$ cat config.mk
export PLATFORM = sky130hd
export DESIGN_NAME = format_a_crc_manchester_tx
export DESIGN_NICKNAME = d
export VERILOG_FILES = /design/src/hw/rtl/fcm_pkg.sv /design/src/hw/rtl/fcm_front.sv /design/src/hw/rtl/fcm_queue.sv /design/src/hw/rtl/fcm_back.sv /design/src/hw/rtl/format_a_crc_manchester_tx.sv
export SDC_FILE = /design/constraint.sdc
export NUM_CORES = 1
export LEC_CHECK = 0
export ABC_AREA = 1
export BUFFER_PORTS_ARGS = -buffer_cell sky130_fd_sc_hd__clkbuf_2
export CAP_MARGIN = 20
export CORE_MARGIN = 10
export CORE_UTILIZATION = 70
export CTS_BUF_LIST = sky130_fd_sc_hd__clkbuf_8
export CTS_CLUSTER_SIZE = 8
export DETAILED_ROUTE_END_ITERATION = 10
export PLACE_DENSITY = 0.88
export SETUP_SLACK_MARGIN = 0.2
export SYNTH_ARGS = -nofsm -noshare
export SYNTH_HDL_FRONTEND = slang
export SYNTH_HIERARCHICAL = 1
export SYNTH_SLANG_ARGS = --single-unit
$ cat constraint.sdc
create_clock -name clk -period 4 [get_ports clk]
set_input_delay 0.2 -clock clk [delete_from_list [all_inputs] [get_ports clk]]
set_output_delay 0.2 -clock clk [all_outputs]
set_load 0.01 [all_outputs]
$ cat src/hw/rtl/fcm_pkg.sv
// Shared types, constants and functions for the frame-format-A CRC and
// Manchester transmit framer. No dependencies.
`timescale 1ns / 1ps

package fcm_pkg;

	// Block lengths in bytes (each from 1 to 16)
	localparam int unsigned FILL_W = 5;
	localparam logic [FILL_W-1:0] FIRST_BLOCK_LEN = FILL_W'(10);
	localparam logic [FILL_W-1:0] BLOCK_LEN       = FILL_W'(16);

	localparam logic [15:0] CRC_POLY = 16'h3D65;

	localparam logic [7:0] POST_ONE  = 8'h55;
	localparam logic [7:0] POST_ZERO = 8'hAA;

	localparam logic [1:0] CHIPS_ONE  = 2'b01;
	localparam logic [1:0] CHIPS_ZERO = 2'b10;

	localparam int unsigned QUEUE_DEPTH_DEF = 4;

	// Beat index within one command
	localparam int unsigned STEP_W = 3;
	localparam logic [STEP_W-1:0] STEP_DATA_HI = 3'd0;
	localparam logic [STEP_W-1:0] STEP_DATA_LO = 3'd1;
	localparam logic [STEP_W-1:0] STEP_CRC_HH  = 3'd2;
	localparam logic [STEP_W-1:0] STEP_CRC_HL  = 3'd3;
	localparam logic [STEP_W-1:0] STEP_CRC_LH  = 3'd4;
	localparam logic [STEP_W-1:0] STEP_CRC_LL  = 3'd5;
	localparam logic [STEP_W-1:0] STEP_POST    = 3'd6;

	// What the back end emits for one input byte
	typedef enum logic [1:0] {
		CMD_DATA = 2'd0,  // data byte only
		CMD_CRC  = 2'd1,  // data byte, then block CRC
		CMD_POST = 2'd2   // data byte, block CRC, postamble
	} fcm_cmd_t;

	typedef struct packed {
		logic [7:0]  data;
		logic [15:0] crc;   // already complemented
		fcm_cmd_t    cmd;
	} fcm_entry_t;

	typedef struct packed {
		logic full;
		logic empty;
	} fcm_q_stat_t;

	// CRC-16 update over one byte, MSB first
	function automatic logic [15:0] fcm_crc_byte(input logic [15:0] crc, input logic [7:0] v);
		logic [15:0] c;
		logic        fb;
		c = crc;
		for (int i = 7; i >= 0; i--) begin
			fb = c[15] ^ v[i];
			c  = {c[14:0], 1'b0};
			if (fb) begin
				c = c ^ CRC_POLY;
			end
		end
		return c;
	endfunction

	// Manchester code one nibble, MSB first
	function automatic logic [7:0] fcm_manch(input logic [3:0] nib);
		logic [7:0] o;
		for (int i = 0; i < 4; i++) begin
			o[2*i +: 2] = nib[i] ? CHIPS_ONE : CHIPS_ZERO;
		end
		return o;
	endfunction

endpackage

$ cat src/hw/rtl/fcm_front.sv
// Front end: takes frame bytes, runs the block CRC and fill count, and
// classifies each byte into a command for the queue. Uses fcm_pkg.
`timescale 1ns / 1ps

module fcm_front (
	input  logic                clk,
	input  logic                arst_n,
	input  logic                in_valid,
	output logic                in_stall,
	input  logic [7:0]          in_byte,
	input  logic                frame_end,
	input  fcm_pkg::fcm_q_stat_t q_stat,
	output logic                push,
	output fcm_pkg::fcm_entry_t push_entry
);
	import fcm_pkg::*;

	logic [15:0]       crc_q;
	logic [FILL_W-1:0] fill_q;
	logic              first_q;

	logic [15:0]       crc_next;
	logic [FILL_W-1:0] fill_next;
	logic [FILL_W-1:0] limit;
	logic              close;

	assign in_stall = q_stat.full;
	assign push     = in_valid & ~q_stat.full;

	always_comb begin
		crc_next  = fcm_crc_byte(crc_q, in_byte);
		fill_next = fill_q + FILL_W'(1);
		limit     = first_q ? FIRST_BLOCK_LEN : BLOCK_LEN;
		close     = (fill_next >= limit) || frame_end;

		push_entry.data = in_byte;
		push_entry.crc  = ~crc_next;
		if (frame_end) begin
			push_entry.cmd = CMD_POST;
		end else if (close) begin
			push_entry.cmd = CMD_CRC;
		end else begin
			push_entry.cmd = CMD_DATA;
		end
	end

	// Restart the block on close; a frame end also returns to the first block
	always_ff @(posedge clk or negedge arst_n) begin
		if (!arst_n) begin
			crc_q   <= '0;
			fill_q  <= '0;
			first_q <= 1'b1;
		end else if (push) begin
			if (close) begin
				crc_q   <= '0;
				fill_q  <= '0;
				first_q <= frame_end;
			end else begin
				crc_q  <= crc_next;
				fill_q <= fill_next;
			end
		end
	end

endmodule

$ cat src/hw/rtl/fcm_queue.sv
// Short command queue between front and back end, held in registers.
// Uses fcm_pkg for the entry and status types.
`timescale 1ns / 1ps

module fcm_queue #(
	parameter int unsigned DEPTH = fcm_pkg::QUEUE_DEPTH_DEF
) (
	input  logic                 clk,
	input  logic                 arst_n,
	input  logic                 push,
	input  fcm_pkg::fcm_entry_t  push_entry,
	input  logic                 pop,
	output fcm_pkg::fcm_entry_t  head,
	output fcm_pkg::fcm_q_stat_t q_stat
);
	import fcm_pkg::*;

	localparam int unsigned PTR_W = (DEPTH > 1) ? $clog2(DEPTH) : 1;
	localparam int unsigned CNT_W = $clog2(DEPTH + 1);

	fcm_entry_t        mem_q [DEPTH];
	logic [PTR_W-1:0]  wr_ptr_q;
	logic [PTR_W-1:0]  rd_ptr_q;
	logic [CNT_W-1:0]  count_q;

	assign head         = mem_q[rd_ptr_q];
	assign q_stat.full  = (count_q == CNT_W'(DEPTH));
	assign q_stat.empty = (count_q == '0);

	always_ff @(posedge clk) begin
		if (push) begin
			mem_q[wr_ptr_q] <= push_entry;
		end
	end

	always_ff @(posedge clk or negedge arst_n) begin
		if (!arst_n) begin
			wr_ptr_q <= '0;
			rd_ptr_q <= '0;
			count_q  <= '0;
		end else begin
			if (push) begin
				wr_ptr_q <= (wr_ptr_q == PTR_W'(DEPTH - 1)) ? '0 : wr_ptr_q + PTR_W'(1);
			end
			if (pop) begin
				rd_ptr_q <= (rd_ptr_q == PTR_W'(DEPTH - 1)) ? '0 : rd_ptr_q + PTR_W'(1);
			end
			if (push && !pop) begin
				count_q <= count_q + CNT_W'(1);
			end else if (pop && !push) begin
				count_q <= count_q - CNT_W'(1);
			end
		end
	end

endmodule

$ cat src/hw/rtl/fcm_back.sv
// Back end: walks the queue head beat by beat, Manchester codes each nibble
// and holds the result in the output register. Uses fcm_pkg.
`timescale 1ns / 1ps

module fcm_back (
	input  logic                 clk,
	input  logic                 arst_n,
	input  fcm_pkg::fcm_entry_t  head,
	input  fcm_pkg::fcm_q_stat_t q_stat,
	output logic                 pop,
	output logic                 out_valid,
	input  logic                 out_stall,
	output logic [7:0]           out_byte,
	output logic                 run_end
);
	import fcm_pkg::*;

	logic [STEP_W-1:0] step_q;
	logic              valid_q;
	logic [7:0]        byte_q;
	logic              end_q;

	logic              adv;
	logic              take;
	logic [STEP_W-1:0] last_step;
	logic              is_last;
	logic [7:0]        beat;

	assign adv  = ~valid_q | ~out_stall;
	assign take = adv & ~q_stat.empty;

	always_comb begin
		unique case (head.cmd)
			CMD_DATA: last_step = STEP_DATA_LO;
			CMD_CRC:  last_step = STEP_CRC_LL;
			CMD_POST: last_step = STEP_POST;
			default:  last_step = STEP_DATA_LO;
		endcase
		is_last = (step_q == last_step);
		pop     = take & is_last;

		unique case (step_q)
			STEP_DATA_HI: beat = fcm_manch(head.data[7:4]);
			STEP_DATA_LO: beat = fcm_manch(head.data[3:0]);
			STEP_CRC_HH:  beat = fcm_manch(head.crc[15:12]);
			STEP_CRC_HL:  beat = fcm_manch(head.crc[11:8]);
			STEP_CRC_LH:  beat = fcm_manch(head.crc[7:4]);
			STEP_CRC_LL:  beat = fcm_manch(head.crc[3:0]);
			STEP_POST:    beat = head.crc[0] ? POST_ONE : POST_ZERO;
			default:      beat = POST_ZERO;
		endcase
	end

	always_ff @(posedge clk or negedge arst_n) begin
		if (!arst_n) begin
			step_q  <= STEP_DATA_HI;
			valid_q <= 1'b0;
		end else if (adv) begin
			valid_q <= ~q_stat.empty;
			if (take) begin
				step_q <= is_last ? STEP_DATA_HI : step_q + STEP_W'(1);
			end
		end
	end

	always_ff @(posedge clk) begin
		if (take) begin
			byte_q <= beat;
			end_q  <= is_last;
		end
	end

	assign out_valid = valid_q;
	assign out_byte  = byte_q;
	assign run_end   = end_q;

endmodule

$ cat src/hw/rtl/format_a_crc_manchester_tx.sv
// Top level of the frame-format-A CRC and Manchester transmit framer.
// Instantiates fcm_front, fcm_queue and fcm_back; uses fcm_pkg.
//
//   channel | direction | handshake              | payload
//   --------+-----------+------------------------+--------------------
//   in      | into      | in_valid / in_stall    | in_byte, frame_end
//   out     | out of    | out_valid / out_stall  | out_byte, run_end
//
// One input beat gives 2 output beats (plain data byte), 6 (data byte that
// closes a block: data plus CRC) or 7 (frame end: data, CRC, postamble).
// The back end sends one output beat a cycle while out_stall is low, and the
// output port sets the sustained rate. The first output beat of a byte is
// registered in the queue entry and then in the output register.
// Reset clears the CRC, block fill, queue pointers, beat index and output
// valid and sets the first-block flag; the framer waits for the first byte.
// in_stall rises only while the command queue is full; out_stall freezes the
// output register and back end while the front keeps filling the queue.
`timescale 1ns / 1ps

module format_a_crc_manchester_tx #(
	parameter int unsigned QUEUE_DEPTH = fcm_pkg::QUEUE_DEPTH_DEF
) (
	input  logic       clk,
	input  logic       arst_n,
	input  logic       in_valid,
	output logic       in_stall,
	input  logic [7:0] in_byte,
	input  logic       frame_end,
	output logic       out_valid,
	input  logic       out_stall,
	output logic [7:0] out_byte,
	output logic       run_end
);
	import fcm_pkg::*;

	fcm_q_stat_t q_stat;
	fcm_entry_t  push_entry;
	fcm_entry_t  head;
	logic        push;
	logic        pop;

	// Front: classify each byte, advance CRC and fill, push one command
	fcm_front u_front (
		.clk        (clk),
		.arst_n     (arst_n),
		.in_valid   (in_valid),
		.in_stall   (in_stall),
		.in_byte    (in_byte),
		.frame_end  (frame_end),
		.q_stat     (q_stat),
		.push       (push),
		.push_entry (push_entry)
	);

	// Queue: decouple front and back so each can stall on its own
	fcm_queue #(
		.DEPTH (QUEUE_DEPTH)
	) u_queue (
		.clk        (clk),
		.arst_n     (arst_n),
		.push       (push),
		.push_entry (push_entry),
		.pop        (pop),
		.head       (head),
		.q_stat     (q_stat)
	);

	// Back: emit the coded beats of the head command, drop it on its last beat
	fcm_back u_back (
		.clk       (clk),
		.arst_n    (arst_n),
		.head      (head),
		.q_stat    (q_stat),
		.pop       (pop),
		.out_valid (out_valid),
		.out_stall (out_stall),
		.out_byte  (out_byte),
		.run_end   (run_end)
	);

endmodule

==> flow_summary.json, run 1 <==
{
  "status": "finished, final reports clean",
  "final_hold_viol_count": 0,
  "start_util_pct": 71.5,
  "cp-end-kind": "register",
  "vias": 5965,
  "drc": 0,
  "synthArstFlopShare_pct": 22.6,
  "yosysWarningCount": 6,
  "setup_viol": 0,
  "synth.distinct_cells": 41,
  "wl_um": 17800,
  "seq_area_frac_synth_pct": 51.7,
  "rows": 39,
  "path_clk_slew_ns": 0.08,
  "tns_ns": 0,
  "p_leak_nw": 4.18,
  "place_area_sq_mm": 0.00834,
  "max_freq_ghz": 0.312,
  "layout_commonest_cell": "nand2_1",
  "crit_chain": "buf_4 > o211ai_1 > nand2_1 > inv_1 > ha_1 > xor2_1 > nand2_1 > nor2_1 > inv_1 > ha_1 > inv_1 > fa_1 > inv_1 > nand2_1 > nand3_1 > nand2_1 > nand2_1",
  "clockPowerShare_pct": 14.5,
  "grtUsageTotal_pct": 22.1,
  "n_antenna_cell": 0,
  "hold_path_class": "in -> reg",
  "finish.instance_area_sq_mm": 0.00879,
  "drt-pass1-iter-count": 5,
  "cp_top_family": "simple AND/OR/NAND/NOR gates",
  "skew_ns": 0.0110,
  "crit_top_cell": "nand2_1",
  "crit_fanout": 27,
  "htreeDepth": 4,
  "multi_input_area_sq_mm": 0.00314,
  "insertion_delay_ns": 0.44,
  "power_frac_comb_pct": 50.7,
  "die_y_um": 128,
  "wl_per_cell_um": 17.0,
  "die_w_um": 128,
  "syn_avg_cell_area_sq_um": 9.39,
  "syn_nets": 900,
  "path_buf_inv": 5,
  "p_switching_mw": 3.60,
  "fill_cells": 735,
  "fin_nets": 921,
  "min_period_ns": 3.20,
  "critPathMaxStageDelay_ns": 0.43,
  "slew_viol_final": 0,
  "portBuffers": 23,
  "numCtsBuffers": 17,
  "cp-start-kind": "register",
  "ys_ff_latch": 146,
  "rsz0062_at_grt": "false",
  "drive_above_1_share_pct": 17.6,
  "area_growth_syn_to_layout_pct": 7.64,
  "grt_pass1_wl_um": 28700,
  "p_int_mw": 4.37,
  "grt_overflow": 0,
  "switching_share_pct": 45.1,
  "timing.max_cap.violations": 0,
  "relSlewSlack_pct": 36.6,
  "worst_pin_slew_ns": 0.951,
  "drt-initial-drc-count": 657,
  "final_cell_mix": "nand2_1 (308), inv_1 (136), edfxtp_1 (113), o211ai_2 (43), nand3_1 (34)",
  "clockBufferDepth": 2,
  "netlist_area_sq_mm": 0.00817,
  "cp_slowest_cell": "buf_4",
  "synth_enable_flop_cells": 113,
  "synth_flop_cell": "edfxtp_1",
  "viasPerCell": 5.70,
  "finalWeightedCongestion": 0.927,
  "grt_max_degree": 97,
  "coreArea_sq_mm": 0.0114,
  "cts_resized": 0,
  "fin_crit_sh_pct": 80.1,
  "cp.required_ns": 4.34,
  "power_frac_seq_pct": 34.8,
  "regArea_sq_mm": 0.00422,
  "dieArea_sq_mm": 0.0164,
  "cp.arrival_ns": 3.54,
  "grt_pass1_vias": 5917,
  "antenna_found_initial": 0,
  "synth_cells": 870,
  "ios": 24,
  "max-vdd-ir-drop_uv": 881,
  "root_buffer": "clkbuf_8",
  "crit_type": "reg -> reg",
  "cts.sinks": 146,
  "postRouteAntennaNets": 0,
  "post-dp-hpwl_um": 12400,
  "p_per_area_mw_per_mm2": 907,
  "cts_tree": "yes"
}
power by group through the flow:
stage	Sequential, mW	Clock [mW]	Combinational, mW
3_5_place_dp	2.79	0	3.91
6_report	2.77	1.15	4.05
4_1_cts	2.77	1.17	3.97
2_1_floorplan	2.74	0	3.00
3_3_place_gp	2.77	0	3.62
5_1_grt	2.82	1.23	4.48
metrics by stage:
| stage | utilization [%] | hold WS, ns | instances | total power [mW] | setup WS [ns] |
|---|---|---|---|---|---|
| 3_5_place_dp | 73.1 | 0.402 | 1012 | 6.70 | 0.997 |
| 5_1_grt | 77.0 | 0.0234 | 1047 | 8.54 | 0.558 |
| 4_1_cts | 76.8 | 0.0308 | 1046 | 7.90 | 0.950 |
| 2_1_floorplan | - | -0.0956 | 870 | 5.74 | 1.40 |
| 6_report | 77.0 | 0.0423 | 1047 | 7.97 | 0.797 |
| 3_3_place_gp | 72.1 | 0.377 | 1008 | 6.39 | 1.13 |
metal layers:
layer / wire (um) / up-vias / GRT usage [%]
met5: 0 / - / 0
met4: 466 / 0 / 8.28
met3: 1180 / 45 / 5.71
met2: 9150 / 253 / 38.6
met1: 7000 / 2859 / 25.6
li1: - / 2808 / -
state kept, by name, indices dropped and copies added (netlist names):
register,count
u_front/fill_q,5
u_back/step_q,3
u_back/out_byte,8
u_front/first_q,1
u_back/out_valid,1
u_queue/mem_q,104
u_queue/rd_ptr_q,2
u_back/run_end,1
u_front/crc_q,16
u_queue/wr_ptr_q,2
u_queue/count_q,3
final cells by class:
class                   instances  area share, %
multi-input cells             547           35.7
flip-flops and latches        146           48.0
inverters                     147           6.40
clock buffers                  17           2.66
repair buffers                 32           3.27
clock inverters                15           1.89
well taps                     143           2.04
logic make-up (layout without fill, tap and decap cells):
family / Yosys count / count (layout) / synth area share, %
AO/OA/AOI/OAI: 84 / 84 / 9.51
XOR/XNOR: 26 / 26 / 3.39
adder cells (fa/ha/maj): 17 / 17 / 2.70
buffers and inverters: 177 / 211 / 9.87
flip-flops: 146 / 146 / 51.7
multiplexers: 1 / 1 / 0.123
AND/OR/NAND/NOR: 419 / 419 / 22.7
worst register-to-register path: stages (launching register included):
cell and delay [ns]:
dfrtp_1 0.42, buf_4 0.44, o211ai_1 0.19, nand2_1 0.12, inv_1 0.05, ha_1 0.30
xor2_1 0.15, nand2_1 0.14, nor2_1 0.31, inv_1 0.10, ha_1 0.21, inv_1 0.09
fa_1 0.19, inv_1 0.04, nand2_1 0.09, nand3_1 0.09, nand2_1 0.10, nand2_1 0.06
synthesized netlist by cell type (2+ instances only):
master,instances,area [sq um]
o211ai_1,9,67.6
nor3_1,3,15.0
buf_2,6,30.0
nand2_1,308,1160
o21ai_0,15,75.1
o21ai_1,11,55.1
o211ai_2,43,538
nand2_8,4,80.1
nor2_1,31,116
nand2_4,9,101
ha_1,16,200
inv_2,8,30.0
inv_1,136,510
xnor2_1,5,43.8
buf_4,13,97.6
edfxtp_1,113,3390
nor2_2,2,12.5
nand4_1,2,12.5
dfrtp_1,32,801
buf_6,10,113
o22ai_1,3,18.8
nand3_1,34,170
inv_6,2,17.5
xor2_1,16,140
nand2_2,21,131
xor2_2,3,48.8
final timing paths:
check                                             to  cells after the start                start  slack (ns)
worst max register to register    u_queue/count_q[2]                     17  u_queue/rd_ptr_q[1]        0.80
max in group asynchronous           u_front/crc_q[5]                      2               arst_n        2.97
worst min register to register      u_back/out_valid                      2     u_back/out_valid        0.50
worst max-delay path              u_queue/count_q[2]                     17  u_queue/rd_ptr_q[1]        0.80
worst min-delay path            u_queue/mem_q[0][23]                      1           in_byte[5]        0.04
min in group asynchronous          u_front/crc_q[15]                      2               arst_n        0.43
repair_timing:
action / CTS / global route
buffers inserted: 0 / 0
endpoints found under the hold margin: 33 / 0
hold buffers: 2 / 0
Power figures use the tool's default switching activity.
==> inputs of run 2 (changes only) <==
--- a/config.mk
+++ b/config.mk
@@ -9,11 +9,11 @@
 export BUFFER_PORTS_ARGS = -buffer_cell sky130_fd_sc_hd__clkbuf_2
 export CAP_MARGIN = 20
 export CORE_MARGIN = 10
-export CORE_UTILIZATION = 70
+export CORE_UTILIZATION = 65
 export CTS_BUF_LIST = sky130_fd_sc_hd__clkbuf_8
 export CTS_CLUSTER_SIZE = 8
 export DETAILED_ROUTE_END_ITERATION = 10
-export PLACE_DENSITY = 0.88
+export PLACE_DENSITY = 0.83
 export SETUP_SLACK_MARGIN = 0.2
 export SYNTH_ARGS = -nofsm -noshare
 export SYNTH_HDL_FRONTEND = slang
==> constraint.sdc (replaced) <==
create_clock -name clk -period 3.2 [get_ports clk]
set_input_delay 0.16 -clock clk [delete_from_list [all_inputs] [get_ports clk]]
set_output_delay 0.16 -clock clk [all_outputs]
set_load 0.01 [all_outputs]
==> flow_summary.json, run 2 (same netlist as run 1, synthesis figures left out) <==
{
  "power_frac_comb_pct": 50.0,
  "p_int_mw": 5.45,
  "r2r_end": "u_queue/count_q[1]",
  "clockPowerShare_pct": 14.7,
  "htreeDepth": 4,
  "grtUsageTotal_pct": 19.5,
  "rsz0062_at_grt": "false",
  "final_cell_mix": "nand2_1 (308), inv_1 (139), edfxtp_1 (113), o211ai_2 (43), nand3_1 (34)",
  "ios": 24,
  "max-vdd-ir-drop_uv": 660,
  "crit_type": "reg -> reg",
  "numCtsBuffers": 17,
  "finalWeightedCongestion": 0.919,
  "p_switching_mw": 4.32,
  "wl_per_cell_um": 15.3,
  "drt-pass1-iter-count": 5,
  "reg2regPathDepth": 13,
  "drc": 0,
  "status": "finished, final reports clean",
  "path_clk_slew_ns": 0.08,
  "cts_tree": "yes",
  "timing.max_cap.violations": 0,
  "crit_fanout": 14,
  "final_hold_viol_count": 0,
  "insertion_delay_ns": 0.44,
  "fin_util_pct": 72.6,
  "antenna_found_initial": 0,
  "cp.required_ns": 3.54,
  "p_per_area_mw_per_mm2": 1110,
  "die_w_um": 132,
  "cp-start-kind": "register",
  "rrSetupSlack_ns": 0.50,
  "holdPathStages": 3,
  "grt_max_degree": 93,
  "max_flop_register": "u_queue/mem_q",
  "root_buffer": "clkbuf_8",
  "relSlewSlack_pct": 34.7,
  "fin_crit_sh_pct": 84.4,
  "die_y_um": 132,
  "crit_start": "u_queue/rd_ptr_q[0]",
  "skew_ns": 0.00815,
  "hp-start": "frame_end",
  "rows": 40,
  "min_period_ns": 2.70,
  "r2r_start": "u_queue/rd_ptr_q[0]",
  "post-dp-hpwl_um": 11300,
  "grt_pass1_vias": 5661,
  "grt_overflow": 0,
  "fin_nets": 929,
  "worst_pin_slew_ns": 0.980,
  "switching_share_pct": 44.2,
  "vias": 5700,
  "drt-initial-drc-count": 497,
  "postRouteAntennaNets": 0,
  "tns_ns": 0,
  "n_antenna_cell": 0,
  "hold_path_class": "in -> reg",
  "viasPerCell": 5.28,
  "portBuffers": 23,
  "max_freq_ghz": 0.370,
  "cts.sinks": 146,
  "cp-end-kind": "register",
  "largest_reg_flops": 104,
  "cp.arrival_ns": 3.04,
  "slew_viol_final": 0,
  "grt_pass1_wl_um": 27600,
  "power_frac_seq_pct": 35.3,
  "dieArea_sq_mm": 0.0174,
  "p_leak_nw": 4.21,
  "coreArea_sq_mm": 0.0122,
  "layout_commonest_cell": "nand2_1",
  "area_growth_syn_to_layout_pct": 8.06,
  "cts_setup_buffers": 0,
  "clockBufferDepth": 2,
  "drive_above_1_share_pct": 17.7,
  "setup_viol": 0,
  "start_util_pct": 67.2,
  "min_to": "u_front/first_q",
  "wl_um": 16500
}
run 2: layer usage:
layer | routed length, um | vias to the layer above | global-route usage, % | share of wire, %
met5 | 0 | - | 0 | 0
met4 | 298 | 0 | 7.60 | 1.8
met3 | 893 | 26 | 4.42 | 5.4
met2 | 8220 | 171 | 32.3 | 50
met1 | 7080 | 2675 | 24.3 | 43
li1 | - | 2828 | - | -
run 2: area by class of cell:
cell class / instances / area (sq um)
sequential: 146 / 4220
fill: 853 / 3340
multi-input combinational: 547 / 3140
inverter: 147 / 563
timing repair buffer: 40 / 293
clock buffer: 18 / 248
tap: 168 / 210
clock inverter: 14 / 148
run 2: power by group through the flow:
stage / combinational [mW] / sequential [mW] / clock (mW)
after floorplan: 3.75 / 3.43 / 0
after global placement: 4.62 / 3.46 / 0
after global routing: 5.53 / 3.51 / 1.54
after detailed placement: 4.78 / 3.48 / 0
after CTS: 4.83 / 3.45 / 1.46
final: 4.89 / 3.45 / 1.44
run 2: through the flow:
stage / hold slack, ns / std cells / cell area, sq um / power, mW / worst slack, ns
floorplan: -0.136 / 870 / 8170 / 7.18 / 0.597
global placement: 0.352 / 1040 / 8330 / 8.08 / 0.600
detailed placement: 0.363 / 1040 / 8330 / 8.26 / 0.455
CTS: 0.0107 / 1079 / 8800 / 9.74 / 0.456
global route: 0.0373 / 1080 / 8830 / 10.6 / 0.256
finish: 0.0423 / 1080 / 8830 / 9.78 / 0.501
run 2: worst max-delay path by stage:
stage | end | slack, ns
detailed placement | u_queue/count_q[1] | 0.46
CTS | u_queue/count_q[1] | 0.46
global placement | u_queue/count_q[1] | 0.60
global route | u_queue/count_q[1] | 0.26
floorplan | u_queue/count_q[1] | 0.60
finish | u_queue/count_q[1] | 0.50
run 2: critical path, cell delays in order (launching register included):
cell,delay (ns)
dfrtp_1,0.39
clkinv_2,0.20
o211ai_1,0.24
nand2_1,0.09
ha_1,0.29
xor2_1,0.14
nand2_1,0.15
nor2_2,0.21
inv_1,0.08
ha_1,0.19
inv_1,0.09
fa_1,0.41
nand2_1,0.08
nand2_1,0.04
run 2: what timing repair did:
action | in CTS | in global routing
setup endpoints to repair | 0 | 2
hold buffers | 7 | 0
gates resized for setup | 0 | 1
endpoints found under the hold margin | 53 | 0
==> inputs of run 3 (changes only) <==
==> constraint.sdc (replaced) <==
create_clock -name clk -period 2.7 [get_ports clk]
set_input_delay 0.135 -clock clk [delete_from_list [all_inputs] [get_ports clk]]
set_output_delay 0.135 -clock clk [all_outputs]
set_load 0.01 [all_outputs]
==> flow_summary.json, run 3 (same netlist as run 1, synthesis figures left out) <==
{
  "wl_um": 16200,
  "final_hold_viol_count": 0,
  "power_frac_comb_pct": 49.7,
  "cp-end-kind": "register",
  "power_frac_seq_pct": 35.2,
  "drt-pass1-iter-count": 6,
  "antenna_found_initial": 0,
  "drt-initial-drc-count": 508,
  "p_leak_nw": 4.24,
  "viasPerCell": 5.27,
  "p_int_mw": 6.56,
  "r2r_end": "u_queue/count_q[2]",
  "slew_viol_final": 0,
  "top_layer": "met4",
  "worst_pin_slew_ns": 0.979,
  "crit_fanout": 5,
  "switching_share_pct": 43.7,
  "cp.arrival_ns": 2.77,
  "min_to": "u_queue/mem_q[3][21]",
  "max-vdd-ir-drop_uv": 834,
  "min_period_ns": 2.44,
  "met3_length_um": 1050,
  "post-dp-hpwl_um": 10900,
  "layout_commonest_cell": "nand2_1",
  "tns_ns": 0,
  "skew_ns": 0.0105,
  "p_per_area_mw_per_mm2": 1310,
  "coreArea_sq_mm": 0.0122,
  "rrSetupSlack_ns": 0.26,
  "dp_slack_ns": 0.141,
  "final_cell_mix": "nand2_1 (307), inv_1 (138), edfxtp_1 (113), o211ai_2 (43), nand3_1 (34)",
  "drive_above_1_share_pct": 19.0,
  "wl_per_cell_um": 14.9,
  "numCtsBuffers": 17,
  "r2r_start": "u_queue/rd_ptr_q[0]",
  "grtUsageTotal_pct": 18.8,
  "clockPowerShare_pct": 15.1,
  "finalWeightedCongestion": 0.898,
  "die_w_um": 132,
  "drt-met1-wl_um": 6900,
  "cp-start-kind": "register",
  "hp-start": "in_byte[3]",
  "fin_nets": 935,
  "max_flop_register": "u_queue/mem_q",
  "p_switching_mw": 5.09,
  "fill_cells": 874,
  "dieArea_sq_mm": 0.0174,
  "rows": 40,
  "max_freq_ghz": 0.410,
  "ios": 24,
  "dr_wl_met2_um": 7970,
  "grt_pass1_vias": 5518,
  "cp.required_ns": 3.03,
  "vias": 5724,
  "insertion_delay_ns": 0.44,
  "area_growth_syn_to_layout_pct": 9.01,
  "hold_path_class": "in -> reg",
  "start_util_pct": 67.2,
  "worst_slack_ns": 0.259,
  "crit_type": "reg -> reg",
  "portBuffers": 23,
  "cts_tree": "yes",
  "clockBufferDepth": 2,
  "reg2regPathDepth": 17,
  "die_y_um": 132,
  "path_clk_slew_ns": 0.07,
  "drc": 0,
  "fin_crit_sh_pct": 90.4,
  "n_antenna_cell": 0,
  "fin_hold_ws_ns": 0.0258,
  "cts.sinks": 146,
  "postRouteAntennaNets": 0,
  "rsz0062_at_grt": "true",
  "setup_viol": 0,
  "largest_reg_flops": 104,
  "grt_max_degree": 97,
  "grt_pass1_wl_um": 26500,
  "status": "finished, final reports clean",
  "fin_total_pwr_mw": 11.6,
  "htreeDepth": 4,
  "relSlewSlack_pct": 34.7,
  "holdPathStages": 1,
  "timing.max_cap.violations": 0,
  "root_buffer": "clkbuf_8",
  "grt_overflow": 0
}
run 3: cell count changes in the layout (fill, tap and decap cells not counted), sizes merged:
cell / previous run / this run
dlygate4sd3: 7 / 8
buf: 10 / 14
clkinv: 8 / 6
inv: 148 / 149
clkbuf: 41 / 43
run 3: per-stage QoR:
step                std cells  cell area, sq um  utilization [%]
finish                   1086              8900             73.2
global route             1086              8900             73.2
CTS                      1081              8840             72.7
detailed placement       1039              8320             68.4
global placement         1039              8320             68.4
floorplan                 870              8180                -
run 3: worst max-delay path by stage:
stage,startpoint,to,slack [ns],depth (start not counted)
final,u_queue/rd_ptr_q[0],u_queue/count_q[2],0.26,17
after global routing,u_queue/rd_ptr_q[0],u_queue/count_q[2],0.12,17
after CTS,u_queue/rd_ptr_q[0],u_queue/count_q[2],0.16,17
after detailed placement,u_queue/rd_ptr_q[0],u_queue/count_q[2],0.14,17
after global placement,u_queue/rd_ptr_q[0],u_queue/count_q[2],0.22,15
after floorplan,u_queue/rd_ptr_q[0],u_queue/count_q[2],0.18,18
run 3: worst max-delay path, stage by stage (launching register included):
cell and delay [ns]:
dfrtp_2 0.44, clkinv_4 0.09, nand2_1 0.09, o211ai_2 0.10, nand2_1 0.09, inv_1 0.04, ha_1 0.28, xor2_1 0.17
nand2_2 0.12, nor2_4 0.04, inv_1 0.06, ha_2 0.18, inv_2 0.05, fa_2 0.33, nand2_1 0.09, nand3_1 0.08
nand2_1 0.06, nand2_1 0.04
run 3: metal layers:
layer  global-route usage [%]  vias to the layer above
met4                     6.92                        0
met5                        0                        -
met1                     23.0                     2648
li1                         -                     2845
met3                     4.27                       34
met2                     31.7                      197
run 3: layout make-up:
class	instances	area, sq um	share of cell area (%)
multi-input combinational	547	3160	35.5
clock buffer	20	275	3.09
tap	168	210	2.36
clock inverter	12	140	1.57
inverter	147	567	6.37
timing repair buffer	45	320	3.60
sequential	146	4220	47.4
timing repair inverter	1	5.00	0.0562
run 3: timing repair:
item / in CTS / in global routing
buffers inserted: 2 / 3
pin swaps: 1 / 4
gates cloned: 0 / 1
gates resized for setup: 3 / 3
endpoints found under the hold margin: 53 / 0
setup endpoints to repair: 16 / 11
hold buffers: 8 / 0
run 3: power by group through the flow:
stage	clock, mW	sequential [mW]	combinational (mW)
finish	1.76	4.10	5.78
global route	1.88	4.17	6.53
CTS	1.79	4.09	5.67
detailed placement	0	4.13	5.61
global placement	0	4.10	5.44
floorplan	0	4.06	4.46
